[src/rtl/bmff_pkg.sv]
// Package: shared constants and types for the bitmap range find-and-fill block.
`default_nettype none
package bmff_pkg;

  localparam int MAP_WORDS_DEF = 64;
  localparam int WORD_BITS_DEF = 64;

  localparam int ACTION_W = 2;
  localparam int START_W  = 12;
  localparam int END_W    = 13;
  localparam int POS_W    = 12;
  localparam int POS_LIMIT = 2 ** END_W - 1;

  typedef enum logic [ACTION_W-1:0] {
    ACT_FIND  = 2'd0,
    ACT_SET   = 2'd1,
    ACT_CLEAR = 2'd2
  } action_e;

  typedef enum logic [1:0] {
    S_CLEAR,
    S_IDLE,
    S_WALK,
    S_FINISH
  } state_e;

endpackage
`default_nettype wire

[src/rtl/bmff_req_if.sv]
// Interfaces: request and response channels with valid/ready handshake.
`default_nettype none
interface bmff_req_if;
  logic                           valid;
  logic                           ready;
  logic [bmff_pkg::ACTION_W-1:0]  action;
  logic [bmff_pkg::START_W-1:0]   range_start;
  logic [bmff_pkg::END_W-1:0]     range_end;

  modport source (output valid, action, range_start, range_end, input ready);
  modport sink (input valid, action, range_start, range_end, output ready);
endinterface

interface bmff_rsp_if;
  logic                         valid;
  logic                         ready;
  logic                         found;
  logic [bmff_pkg::POS_W-1:0]   found_position;

  modport source (output valid, found, found_position, input ready);
  modport sink (input valid, found, found_position, output ready);
endinterface
`default_nettype wire

[src/rtl/bitmap_range_find_and_fill_top.sv]
// Top level: bitmap range find-and-fill with a word-serial walk over the map memory.
// Walk: reads words 0 .. N-1, N = ceil(min(range_end, map size) / WORD_BITS) or up
//   to the word of a find hit, one word per registered read; the result passes through
//   the finish state to the registered response. Empty range or unused action: no walk.
// Requests: one in flight; the next is taken only after the response is loaded.
// Reset: asynchronous, active low; then a clearing pass over all map words, request not ready.
`default_nettype none
module bitmap_range_find_and_fill_top #(
  parameter int MAP_WORDS = bmff_pkg::MAP_WORDS_DEF,
  parameter int WORD_BITS = bmff_pkg::WORD_BITS_DEF
) (
  input  wire logic   clk_i,
  input  wire logic   rst_ni,
  bmff_req_if.sink    req_i,
  bmff_rsp_if.source  rsp_o
);

  localparam int TOTAL_BITS = MAP_WORDS * WORD_BITS;
  localparam int LIMIT = (TOTAL_BITS < bmff_pkg::POS_LIMIT) ? TOTAL_BITS : bmff_pkg::POS_LIMIT;
  localparam int AW = (MAP_WORDS > 1) ? $clog2(MAP_WORDS) : 1;
  localparam int OW = $clog2(WORD_BITS + 1);
  localparam int BW = bmff_pkg::END_W + 1;
  localparam int EW = bmff_pkg::END_W;

  logic [WORD_BITS-1:0] mem [MAP_WORDS];

  bmff_pkg::state_e state_q, state_d;

  logic [bmff_pkg::ACTION_W-1:0] act_q, act_d;
  logic [EW-1:0]        lo_q, lo_d, hi_q, hi_d;
  logic [BW-1:0]        base_q, base_d;
  logic [AW-1:0]        w_q, w_d;
  logic                 iss_act_q, iss_act_d;
  logic                 p_vld_q, p_vld_d;
  logic                 p_last_q, p_last_d;
  logic [BW-1:0]        p_base_q, p_base_d;
  logic [AW-1:0]        p_addr_q, p_addr_d;
  logic [WORD_BITS-1:0] rdata_q;
  logic                 res_found_q, res_found_d;
  logic [bmff_pkg::POS_W-1:0] res_pos_q, res_pos_d;
  logic [AW-1:0]        clr_q, clr_d;
  logic                 out_vld_q, out_vld_d;
  logic                 out_found_q;
  logic [bmff_pkg::POS_W-1:0] out_pos_q;

  logic [EW-1:0]        lo_c, hi_c;
  logic                 req_fire, walk_start, iss_last, out_free, out_load;
  logic                 is_find, is_fill;
  logic [BW-1:0]        lo_b, hi_b, wb_b, lo_diff, hi_diff, hit_pos;
  logic [OW-1:0]        s_off, e_off, hit_off;
  logic [WORD_BITS-1:0] mask, masked, fill_word;
  logic                 hit, done_now;

  logic                 req_ready;
  logic                 issue_en;
  logic                 wr_en;
  logic [AW-1:0]        wr_addr;
  logic [WORD_BITS-1:0] wr_data;

  // Request decode and clamping
  assign lo_c = ({1'b0, req_i.range_start} > EW'(LIMIT)) ? EW'(LIMIT)
                                                          : {1'b0, req_i.range_start};
  assign hi_c = (req_i.range_end > EW'(LIMIT)) ? EW'(LIMIT) : req_i.range_end;
  assign req_fire   = req_i.valid && req_ready;
  assign walk_start = (lo_c < hi_c) &&
                      (req_i.action inside {bmff_pkg::ACT_FIND, bmff_pkg::ACT_SET,
                                            bmff_pkg::ACT_CLEAR});

  assign is_find = (act_q == bmff_pkg::ACT_FIND);
  assign is_fill = !is_find;

  // Word processing stage
  assign lo_b    = BW'(lo_q);
  assign hi_b    = BW'(hi_q);
  assign wb_b    = BW'(WORD_BITS);
  assign lo_diff = lo_b - p_base_q;
  assign hi_diff = hi_b - p_base_q;
  assign iss_last = (base_q + wb_b) >= hi_b;

  always_comb begin
    if (lo_b <= p_base_q) begin
      s_off = '0;
    end else if (lo_diff >= wb_b) begin
      s_off = OW'(WORD_BITS);
    end else begin
      s_off = OW'(lo_diff);
    end
    if (hi_b <= p_base_q) begin
      e_off = '0;
    end else if (hi_diff >= wb_b) begin
      e_off = OW'(WORD_BITS);
    end else begin
      e_off = OW'(hi_diff);
    end
  end

  // Bit b of a word holds in-word offset WORD_BITS-1-b (MSB-first numbering)
  always_comb begin
    for (int b = 0; b < WORD_BITS; b++) begin
      mask[b] = (OW'(WORD_BITS - 1 - b) >= s_off) && (OW'(WORD_BITS - 1 - b) < e_off);
    end
  end

  assign masked    = rdata_q & mask;
  assign fill_word = (act_q == bmff_pkg::ACT_SET) ? (rdata_q | mask) : (rdata_q & ~mask);
  assign hit       = |masked;

  always_comb begin
    hit_off = '0;
    for (int b = 0; b < WORD_BITS; b++) begin
      if (masked[b]) begin
        hit_off = OW'(WORD_BITS - 1 - b);
      end
    end
  end

  assign hit_pos  = p_base_q + BW'(hit_off);
  assign done_now = p_vld_q && (p_last_q || (is_find && hit));
  assign out_free = !out_vld_q || rsp_o.ready;

  // Next state
  always_comb begin
    state_d = state_q;
    case (state_q)
      bmff_pkg::S_CLEAR: begin
        if (clr_q == AW'(MAP_WORDS - 1)) begin
          state_d = bmff_pkg::S_IDLE;
        end
      end
      bmff_pkg::S_IDLE: begin
        if (req_i.valid) begin
          state_d = walk_start ? bmff_pkg::S_WALK : bmff_pkg::S_FINISH;
        end
      end
      bmff_pkg::S_WALK: begin
        if (done_now) begin
          state_d = bmff_pkg::S_FINISH;
        end
      end
      bmff_pkg::S_FINISH: begin
        if (out_free) begin
          state_d = bmff_pkg::S_IDLE;
        end
      end
      default: state_d = bmff_pkg::S_IDLE;
    endcase
  end

  // State outputs
  always_comb begin
    req_ready = 1'b0;
    issue_en  = 1'b0;
    wr_en     = 1'b0;
    wr_addr   = p_addr_q;
    wr_data   = fill_word;
    out_load  = 1'b0;
    case (state_q)
      bmff_pkg::S_CLEAR: begin
        wr_en   = 1'b1;
        wr_addr = clr_q;
        wr_data = '0;
      end
      bmff_pkg::S_IDLE: begin
        req_ready = 1'b1;
      end
      bmff_pkg::S_WALK: begin
        issue_en = iss_act_q && !done_now;
        wr_en    = p_vld_q && is_fill;
      end
      bmff_pkg::S_FINISH: begin
        out_load = out_free;
      end
      default: ;
    endcase
  end

  // Datapath next values
  always_comb begin
    act_d       = act_q;
    lo_d        = lo_q;
    hi_d        = hi_q;
    base_d      = base_q;
    w_d         = w_q;
    iss_act_d   = iss_act_q;
    p_vld_d     = issue_en;
    p_last_d    = iss_last;
    p_base_d    = base_q;
    p_addr_d    = w_q;
    res_found_d = res_found_q;
    res_pos_d   = res_pos_q;
    clr_d       = clr_q;
    out_vld_d   = out_vld_q;
    if (state_q == bmff_pkg::S_CLEAR) begin
      clr_d = clr_q + AW'(1);
    end
    if (req_fire) begin
      act_d       = req_i.action;
      lo_d        = lo_c;
      hi_d        = hi_c;
      base_d      = '0;
      w_d         = '0;
      iss_act_d   = walk_start;
      res_found_d = 1'b0;
      res_pos_d   = '0;
    end
    if (issue_en) begin
      base_d    = base_q + wb_b;
      w_d       = w_q + AW'(1);
      iss_act_d = !iss_last;
    end
    if (done_now) begin
      iss_act_d   = 1'b0;
      res_found_d = is_find && hit;
      res_pos_d   = (is_find && hit) ? hit_pos[bmff_pkg::POS_W-1:0] : '0;
    end
    if (out_load) begin
      out_vld_d = 1'b1;
    end else if (rsp_o.ready) begin
      out_vld_d = 1'b0;
    end
  end

  always_ff @(posedge clk_i or negedge rst_ni) begin
    if (!rst_ni) begin
      state_q     <= bmff_pkg::S_CLEAR;
      clr_q       <= '0;
      iss_act_q   <= 1'b0;
      p_vld_q     <= 1'b0;
      out_vld_q   <= 1'b0;
      res_found_q <= 1'b0;
    end else begin
      state_q     <= state_d;
      clr_q       <= clr_d;
      iss_act_q   <= iss_act_d;
      p_vld_q     <= p_vld_d;
      out_vld_q   <= out_vld_d;
      res_found_q <= res_found_d;
    end
  end

  always_ff @(posedge clk_i) begin
    act_q     <= act_d;
    lo_q      <= lo_d;
    hi_q      <= hi_d;
    base_q    <= base_d;
    w_q       <= w_d;
    p_last_q  <= p_last_d;
    p_base_q  <= p_base_d;
    p_addr_q  <= p_addr_d;
    res_pos_q <= res_pos_d;
    if (out_load) begin
      out_found_q <= res_found_q;
      out_pos_q   <= res_pos_q;
    end
  end

  // Map memory
  always_ff @(posedge clk_i) begin
    if (wr_en) begin
      mem[wr_addr] <= wr_data;
    end
  end

  always_ff @(posedge clk_i) begin
    if (issue_en) begin
      rdata_q <= mem[w_q];
    end
  end

  assign req_i.ready          = req_ready;
  assign rsp_o.valid          = out_vld_q;
  assign rsp_o.found          = out_found_q;
  assign rsp_o.found_position = out_pos_q;

  a_pipe_from_walk: assert property (@(posedge clk_i) disable iff (!rst_ni)
    p_vld_q |-> $past(state_q) == bmff_pkg::S_WALK)
    else $error("word stage valid outside a walk");

  a_rsp_after_finish: assert property (@(posedge clk_i) disable iff (!rst_ni)
    $rose(out_vld_q) |-> $past(state_q) == bmff_pkg::S_FINISH)
    else $error("response raised outside finish");

  a_found_only_find: assert property (@(posedge clk_i) disable iff (!rst_ni)
    (state_q == bmff_pkg::S_FINISH && res_found_q) |-> act_q == bmff_pkg::ACT_FIND)
    else $error("found flag on a fill request");

  a_no_rw_collide: assert property (@(posedge clk_i) disable iff (!rst_ni)
    (wr_en && issue_en) |-> wr_addr != w_q)
    else $error("read and write to the same word in one cycle");

endmodule
`default_nettype wire
[src/flat_wrapper.sv]
// flat-port wrapper written by rule: the top's interface ports become plain ports
module bitmap_range_find_and_fill_top_flat 
#(
  parameter int MAP_WORDS = bmff_pkg::MAP_WORDS_DEF,
  parameter int WORD_BITS = bmff_pkg::WORD_BITS_DEF
)
  (clk_i, rst_ni, req_i_valid, req_i_action, req_i_range_start, req_i_range_end, req_i_ready, rsp_o_valid, rsp_o_found, rsp_o_found_position, rsp_o_ready);
  bmff_req_if req_i_i ();
  bmff_rsp_if rsp_o_i ();
  input  wire logic clk_i;
  input  wire logic rst_ni;
  input wire logic [$bits(req_i_i.valid)-1:0] req_i_valid;
  input wire logic [$bits(req_i_i.action)-1:0] req_i_action;
  input wire logic [$bits(req_i_i.range_start)-1:0] req_i_range_start;
  input wire logic [$bits(req_i_i.range_end)-1:0] req_i_range_end;
  output wire logic [$bits(req_i_i.ready)-1:0] req_i_ready;
  output wire logic [$bits(rsp_o_i.valid)-1:0] rsp_o_valid;
  output wire logic [$bits(rsp_o_i.found)-1:0] rsp_o_found;
  output wire logic [$bits(rsp_o_i.found_position)-1:0] rsp_o_found_position;
  input wire logic [$bits(rsp_o_i.ready)-1:0] rsp_o_ready;
  assign req_i_i.valid = req_i_valid;
  assign req_i_i.action = req_i_action;
  assign req_i_i.range_start = req_i_range_start;
  assign req_i_i.range_end = req_i_range_end;
  assign req_i_ready = req_i_i.ready;
  assign rsp_o_valid = rsp_o_i.valid;
  assign rsp_o_found = rsp_o_i.found;
  assign rsp_o_found_position = rsp_o_i.found_position;
  assign rsp_o_i.ready = rsp_o_ready;
  bitmap_range_find_and_fill_top #(.MAP_WORDS(MAP_WORDS), .WORD_BITS(WORD_BITS)) u_core (.clk_i(clk_i), .rst_ni(rst_ni), .req_i(req_i_i), .rsp_o(rsp_o_i));
endmodule
[config.mk]
export PLATFORM = sky130hd
export DESIGN_NAME = bitmap_range_find_and_fill_top_flat
export DESIGN_NICKNAME = d
export VERILOG_FILES = /design/src/rtl/bmff_pkg.sv /design/src/rtl/bmff_req_if.sv /design/src/rtl/bitmap_range_find_and_fill_top.sv /design/src/flat_wrapper.sv
export SDC_FILE = /design/constraint.sdc
export NUM_CORES = 2
export LEC_CHECK = 0
export ABC_AREA = 0
export BUFFER_PORTS_ARGS = -buffer_cell sky130_fd_sc_hd__buf_4
export CORE_MARGIN = 2
export CORE_UTILIZATION = 30
export CTS_BUF_LIST = sky130_fd_sc_hd__clkbuf_8 sky130_fd_sc_hd__clkbuf_16
export DETAILED_ROUTE_END_ITERATION = 7
export PLACE_DENSITY_LB_ADDON = 0.12
export SYNTH_ARGS = -nofsm -noshare
export SYNTH_HDL_FRONTEND = slang
export SYNTH_SLANG_ARGS = --single-unit
[constraint.sdc]
create_clock -name clk_i -period 7 [get_ports clk_i]
set_input_delay 0.7 -clock clk_i [delete_from_list [all_inputs] [get_ports clk_i]]
set_output_delay 0.7 -clock clk_i [all_outputs]
set_load 0.02 [all_outputs]
After elaboration in Yosys (flattened, before gate mapping)
Memories as Yosys holds them, arrays and structs flattened. A register that Yosys moved wholly into a read port is not among the register bits.
Index checks and enable logic that the tools add are counted.
{"block": "classes", "eq_ne": 11, "add_sub_neg": 6, "muxes": 99, "n_lt_le_gt_ge": 136, "n_bitwise": 4, "reduce_logical": 86}
{"cell": "$mux W6", "n": 67}
{"cell": "$ge A6 B7 Y1 const A", "n": 32}
{"cell": "$lt A6 B7 Y1 const A", "n": 32}
{"cell": "$and A64 B64 Y64", "n": 2}
{"cell": "$mux W64", "n": 2}
{"cell": "$ge A5 B7 Y1 const A", "n": 16}
{"cell": "$lt A5 B7 Y1 const A", "n": 16}
{"cell": "$logic_and A1 B1 Y1", "n": 70}
{"cell": "$not A64 Y64", "n": 1}
{"cell": "$or A64 B64 Y64", "n": 1}
{"cell": "$reduce_or A64 Y1", "n": 1}
{"cell": "$ge A4 B7 Y1 const A", "n": 8}
{"cell": "$lt A4 B7 Y1 const A", "n": 8}
{"cell": "$mux W12", "n": 3}
{"cell": "$ge A14 B7 Y1 const B", "n": 2}
{"cell": "$ge A3 B7 Y1 const A", "n": 4}
{"cell": "$le A13 B14 Y1", "n": 2}
{"cell": "$lt A3 B7 Y1 const A", "n": 4}
{"cell": "$mux W14", "n": 2}
{"cell": "$mux W7", "n": 4}
{"cell": "$sub A13 B14 Y14", "n": 2}
{"cell": "$mux W13", "n": 2}
{"cell": "$add A14 B7 Y14 const B", "n": 1}
{"cell": "$ge A1 B7 Y1 const A", "n": 2}
{"cell": "other kinds (24)", "n": 58}
{"block": "word_totals", "inputBits": 31, "elab_cells": 360, "mem_count": 1, "output_inout_bits": 15, "ramBits": 4096, "register_bits": 106}
{"name": "u_core.mem", "depth": 64, "width": 64, "read_ports": 1, "rd_clocked_by_memory_dff": 1, "wr": 1, "line_no": "bitmap_range_find_and_fill_top.sv:25", "text": "logic [WORD_BITS-1:0] mem [MAP_WORDS];"}

Longest topological paths before layout
{"block": "depth", "depth_word": 74, "mapped_depth": 19}

Least setup slack after synthesis
OpenSTA, ideal clock, no wires.
{"block": "synth_timing", "path_type": "reg2reg", "startpoint": "register u_core.lo_q[11]", "endpoint": "memory u_core.mem[0][1] (netlist bit), data pin", "path_slack_ns": 2.052, "setup_ns": 0.499, "synth_period_minus_slack_ns": 4.948, "stages_incl_launch_ff": 11, "arrival_time_ns": 4.449, "n_path_buf": 2, "cell_sequence": "edfxtp_1 ha_1 or4b_4 or4_1 buf_2 nand3_1 buf_4 o21ai_0 or4_1 mux2i_1 nor2_1"}
{"block": "synth_between", "elab_chain_len": 10, "word_cells_on_any_way": 12, "cone_classes": "add/sub (1); order compare (3); mux (4); bitwise (3); reduce/logical (1)"}
{"item": "from (decl)", "line_no": "bitmap_range_find_and_fill_top.sv:30", "text": "logic [EW-1:0] lo_q, lo_d, hi_q, hi_d;"}
{"item": "from (signal assigned)", "line_no": "bitmap_range_find_and_fill_top.sv:243", "text": "lo_q <= lo_d;"}
{"item": "$sub A13 B14 Y14", "line_no": "bitmap_range_find_and_fill_top.sv:76", "text": "assign lo_diff = lo_b - p_base_q;"}
{"item": "$ge A14 B7 Y1", "line_no": "bitmap_range_find_and_fill_top.sv:83", "text": "end else if (lo_diff >= wb_b) begin"}
{"item": "$mux W7", "line_no": "bitmap_range_find_and_fill_top.sv:83"}
{"item": "$mux W7 (*)", "line_no": "bitmap_range_find_and_fill_top.sv:81", "text": "if (lo_b <= p_base_q) begin"}
{"item": "$ge A6 B7 Y1 (*)", "line_no": "bitmap_range_find_and_fill_top.sv:100", "text": "mask[b] = (OW'(WORD_BITS - 1 - b) >= s_off) && (OW'(WORD_BITS - 1 - b) < e_off);"}
{"item": "$logic_and A1 B1 Y1 (*)", "line_no": "bitmap_range_find_and_fill_top.sv:100"}
{"item": "$not A64 Y64", "line_no": "bitmap_range_find_and_fill_top.sv:105", "text": "assign fill_word = (act_q == bmff_pkg::ACT_SET) ? (rdata_q | mask) : (rdata_q & ~mask);"}
{"item": "$and A64 B64 Y64", "line_no": "bitmap_range_find_and_fill_top.sv:105"}
{"item": "$mux W64 (*)", "line_no": "bitmap_range_find_and_fill_top.sv:105"}
{"item": "$mux W64 (*)", "line_no": "bitmap_range_find_and_fill_top.sv:157", "text": "case (state_q)"}
{"item": "via u_core.wr_data[1]", "line_no": "bitmap_range_find_and_fill_top.sv:58", "text": "logic [WORD_BITS-1:0] wr_data;"}
{"item": "to (decl)", "line_no": "bitmap_range_find_and_fill_top.sv:25"}
The timed path passes the listed nets; every way through them passes the cells marked *.

Final worst setup path
{"block": "layout_timing", "startpoint": "register u_core.hi_q[11]", "endpoint": "register u_core.rdata_q[31], read port of u_core.mem, enable pin"}
{"block": "layout_between", "elab_chain_len": 14, "word_cells_on_any_way": 141, "cone_classes": "add/sub (1); order compare (66); mux (3); bitwise (1); reduce/logical (70)"}
{"item": "from (decl)", "line_no": "bitmap_range_find_and_fill_top.sv:30"}
{"item": "from (signal assigned)", "line_no": "bitmap_range_find_and_fill_top.sv:244", "text": "hi_q <= hi_d;"}
{"item": "$sub A13 B14 Y14", "line_no": "bitmap_range_find_and_fill_top.sv:77", "text": "assign hi_diff = hi_b - p_base_q;"}
{"item": "$ge A14 B7 Y1", "line_no": "bitmap_range_find_and_fill_top.sv:90", "text": "end else if (hi_diff >= wb_b) begin"}
{"item": "$mux W7", "line_no": "bitmap_range_find_and_fill_top.sv:90"}
{"item": "$mux W7 (*)", "line_no": "bitmap_range_find_and_fill_top.sv:88", "text": "if (hi_b <= p_base_q) begin"}
{"item": "$lt A6 B7 Y1 (tied with other cells)", "line_no": "bitmap_range_find_and_fill_top.sv:100"}
{"item": "$logic_and A1 B1 Y1", "line_no": "bitmap_range_find_and_fill_top.sv:100"}
{"item": "$and A64 B64 Y64 (*)", "line_no": "bitmap_range_find_and_fill_top.sv:104", "text": "assign masked = rdata_q & mask;"}
{"item": "$reduce_or A64 Y1 (*)", "line_no": "bitmap_range_find_and_fill_top.sv:106", "text": "assign hit = |masked;"}
{"item": "$logic_and A1 B1 Y1 (*)", "line_no": "bitmap_range_find_and_fill_top.sv:118", "text": "assign done_now = p_vld_q && (p_last_q || (is_find && hit));"}
{"item": "$logic_or A1 B1 Y1 (*)", "line_no": "bitmap_range_find_and_fill_top.sv:118"}
{"item": "$logic_and A1 B1 Y1 (*)", "line_no": "bitmap_range_find_and_fill_top.sv:118"}
{"item": "$logic_not A1 Y1 (*)", "line_no": "bitmap_range_find_and_fill_top.sv:167", "text": "issue_en = iss_act_q && !done_now;"}
{"item": "$logic_and A1 B1 Y1 (*)", "line_no": "bitmap_range_find_and_fill_top.sv:167"}
{"item": "$mux W1 (*)", "line_no": "bitmap_range_find_and_fill_top.sv:157"}
{"item": "via u_core.issue_en", "line_no": "bitmap_range_find_and_fill_top.sv:55", "text": "logic issue_en;"}
{"item": "to (decl)", "line_no": "bitmap_range_find_and_fill_top.sv:38", "text": "logic [WORD_BITS-1:0] rdata_q;"}
Marks and branches as above.
A chain may end at the register's enable or synchronous reset.

==> results.py <==
metrics = {
    "logic_synthesis": {
        "ys_ff_latch": 4253,
        "synth_xor_area_share_pct": 0.0793,
        "synth.net_count": 7110,
        "synthesis.instances": 7041,
        "syn_avg_cell_area_sq_um": 23.5,
        "synth_ff_type": "edfxtp_1",
        "synthAdderAreaFrac_pct": 0.287,
        "synthArstFlopShare_pct": 0.282,
        "synth_compound_area_share_pct": 1.35,
        "seq_area_frac_synth_pct": 76.9,
        "yosys_warnings": 0,
        "netlist_top_cells_area": "edfxtp_1 (77%), mux4_2 (18%), clkbuf_1 (0.57%)",
        "yosys.area_share.simple_pct": 1.79,
        "synth_largest_area_cell": "edfxtp_1",
        "synth_edf_count": 4226,
        "netlist_area_sq_mm": 0.166,
        "post-synth-top-area-fraction_pct": 76.6,
        "synth_mux_area_share_pct": 18.6,
        "synth_top_family_by_area": "multiplexers",
        "synth.distinct_cells": 99,
    },
    "clock_tree": {
        "cts_buffers": 459,
        "cts-root-buf": "clkbuf_16",
        "cts_tree": "yes",
        "cts_sinks": 4253,
        "cts_resized": 0,
        "cts_max_path_buffers": 4,
        "clkTransAtPathRegs_ps": 60,
        "cts.htree.levels": 5,
        "clock_latency_ps": 1080,
    },
    "sta": {
        "period_needed_ps": 5540,
        "rsz0062_at_grt": "false",
        "setup_violations": 0,
        "finalCritPeriodShare_pct": 79.2,
        "fmax_mhz": 180,
        "fin_tns_setup_ps": 0,
        "hold_viol_final": 0,
        "worstMarginPinSlew_ps": 1410,
        "slew_headroom_pct": 4.85,
        "report.final.slew_viol_count": 0,
        "finalClockSkew_ps": 111,
    },
    "floorplanning": {
        "core_sq_mm": 0.552,
        "die_x_microns": 747,
        "die_y_microns": 747,
        "initial_utilization_pct": 30.1,
        "die-area_sq_mm": 0.559,
        "io_pins": 46,
        "rows": 273,
    },
    "worst_setup_path": {
        "r2r_slack_ps": 1460,
        "max_stage_delay_ps": 780,
        "r2r_end": "u_core.rdata_q[31]$_DFFE_PP_",
        "start_kind": "flop",
        "r2r_start": "u_core.hi_q[11]$_DFFE_PP_",
        "ff2ff_path_depth": 12,
        "cp.required_ps": 7590,
        "cp_slowest_cell": "or4_1",
        "endpoint_kind": "flop",
        "criticalPathCategory": "reg -> reg",
        "crit_chain": "ha_1 -> and3_1 -> nand3_1 -> or4_1 -> nand2_2 -> a211oi_2 -> a21boi_1 -> nor4b_2 -> and4b_4 -> a21oi_4 -> nand2b_4 -> inv_6",
        "path_max_fanout": 72,
        "worstPathArrival_ps": 6140,
    },
    "placed_design": {
        "post-place-cells": 14300,
        "gp_congestion": 0.857,
        "portBuffers": 45,
        "post-dp-hpwl_mm": 305,
        "placed_area_sq_mm": 0.178,
    },
    "global_routing": {
        "antenna_found_initial": 30,
        "grt_pass1_wl_mm": 750,
        "gr-total-overflow": 0,
        "grt_pass1_vias": 82900,
        "grt_usage_pct": 19.6,
        "grt_max_degree": 126,
    },
    "route": {
        "wirelength_mm": 559,
        "drcViolationCount": 0,
        "ant_nets": 0,
        "drt_iter0_markers": 8872,
        "vias_per_cell": 5.27,
        "firstDrtPassIters": 5,
        "routedWlPerCell_microns": 36.8,
        "vias": 80000,
    },
    "power_and_ir_drop": {
        "ir_worst_vdd_v": 0.000249,
        "pwr-share-clk_pct": 31.9,
        "seq_power_share_pct": 44.8,
        "switchingPower_uw": 21800,
        "power_density_mw_per_mm2": 379,
        "p_leak_uw": 0.0593,
        "swShare_pct": 29.8,
        "p_comb_share_pct": 23.3,
        "p_int_uw": 51300,
    },
    "final_layout": {
        "synthToLayoutAreaGrowth_pct": 16.3,
        "fillers": 50600,
        "drive_above_1_share_pct": 31.7,
        "nets": 7571,
        "final_cell_area_sq_mm": 0.193,
        "final_cells": 15200,
    },
    "run": {
        "drv_cap": 0,
    },
    "worst_hold_path": {
        "hold_class": "in -> async",
    },
    "status": {
        "status": "completed",
    },
}
==> cell usage in the layout (no fill, tap or decap), drive strengths merged, types with 8 or more instances in the layout <==
cell type / n
nand2: 124
a21o: 12
nor2b: 16
mux4: 1344
nand2b: 28
a21oi: 77
or3: 10
nor4: 15
diode: 9
bufinv: 26
xnor2: 8
mux2i: 48
nand3: 77
buf: 355
nor3: 27
clkbuf: 465
a211oi: 15
edfxtp: 4226
o31ai: 12
dlygate4sd3: 18
clkinvlp: 12
dfxtp: 15
clkinv: 243
o221ai: 8
dfrtp: 12
and2: 24
ha: 38
and3: 22
a31oi: 15
o211a: 8
o2111ai: 14
nor2: 199
o22ai: 8
o211ai: 23
nand4: 19
inv: 158
o21ai: 59
==> cells by family after synthesis <==
group / count (synthesis)
fa+ha+maj: 38
mux: 1395
buf+inv: 427
xor+xnor: 15
compound gates: 316
simple gates: 597
flops: 4253
==> worst max-delay path, delay by kind of cell, from the launching register on <==
kind,cells,cell delay (ps)
buffers and inverters,1,520
and+or+nand+nor,7,3030
AOI/OAI and AO/OA,3,620
DFF,1,410
adders and majority gates,1,330
==> final cells by class <==
type | instances | area, sq um | area share, %
diodes | 9 | 22.5 | 0.0117
clock buffers | 465 | 11600 | 6.00
clock inverters | 385 | 2850 | 1.48
inverters | 54 | 208 | 0.108
multi-input cells | 2361 | 37700 | 19.5
flip-flops and latches | 4253 | 128000 | 66.1
well taps | 7287 | 9120 | 4.73
repair buffers | 373 | 3880 | 2.01
==> through the flow <==
step | total power [uW] | worst slack, ps | hold WS (ps) | util, %
2_1_floorplan | 43400 | 2050 | 346 | -
3_5_place_dp | 50600 | 1600 | 421 | 32.3
6_report | 73100 | 1460 | 101 | 35.0
3_3_place_gp | 50200 | 1580 | 415 | 32.3
5_1_grt | 75700 | 1260 | 63.2 | 35.0
4_1_cts | 74000 | 1520 | 0.616 | 34.9
==> power by group through the flow <==
stage	combinational (uW)	sequential, uW	clock (uW)
floorplan	10100	33300	0
global placement	17000	33300	0
detailed placement	17300	33300	0
CTS	17300	32800	23900
global route	18100	32800	24800
finish	17000	32800	23300
==> cells in the mapped netlist (23+ instances only) <==
master / number
nand2b_1: 27
nor3_1: 26
edfxtp_1: 4226
mux2i_1: 48
inv_1: 53
clkbuf_1: 250
a21oi_1: 75
nand2_1: 122
buf_1: 104
ha_1: 38
o21ai_0: 56
nor2_1: 199
nand3_1: 76
and2_1: 24
o211ai_1: 23
mux4_2: 1344
==> state kept, by name, indices dropped and copies added, names as in the netlist, 2 cells and up <==
name	flops
u_core.act_q	2
u_core.p_addr_q	6
u_core.p_base_q	8
u_core.p_addr_d	6
u_core.clr_q	6
u_core.rdata_q	64
u_core.state_q	2
u_core.lo_q	12
u_core.base_q	8
u_core.res_pos_q	12
u_core.hi_q	13
u_core.rsp_o.found_position	12
u_core.mem	4096
==> per-layer routing <==
metal  track usage (%)  vias up  share of wire (%)
met5                 0        -             0.0054
met2              33.6     2379                 50
met1              26.7    45500                 43
li1                  -    31400                  -
met3              2.42      648                4.6
met4              4.57        4                2.5
==> what timing repair did <==
action	CTS	global route
hold buffers	18	0
buffers inserted	0	0
hold endpoints to repair	28	0
==> worst max-delay path by stage <==
stage / depth (start not counted) / end / start
3_5_place_dp: 13 / u_core.res_pos_q[4]$_SDFFCE_PN0P_ / u_core.p_base_q[11]$_DFF_P_
6_report: 12 / u_core.rdata_q[31]$_DFFE_PP_ / u_core.hi_q[11]$_DFFE_PP_
2_1_floorplan: 10 / u_core.mem[0][1]$_DFFE_PP_ / u_core.lo_q[11]$_DFFE_PP_
5_1_grt: 12 / u_core.rdata_q[31]$_DFFE_PP_ / u_core.hi_q[11]$_DFFE_PP_
4_1_cts: 12 / u_core.rdata_q[25]$_DFFE_PP_ / u_core.hi_q[11]$_DFFE_PP_
3_3_place_gp: 13 / u_core.rdata_q[41]$_DFFE_PP_ / u_core.p_base_q[11]$_DFF_P_
Power figures use the tool's default switching activity.
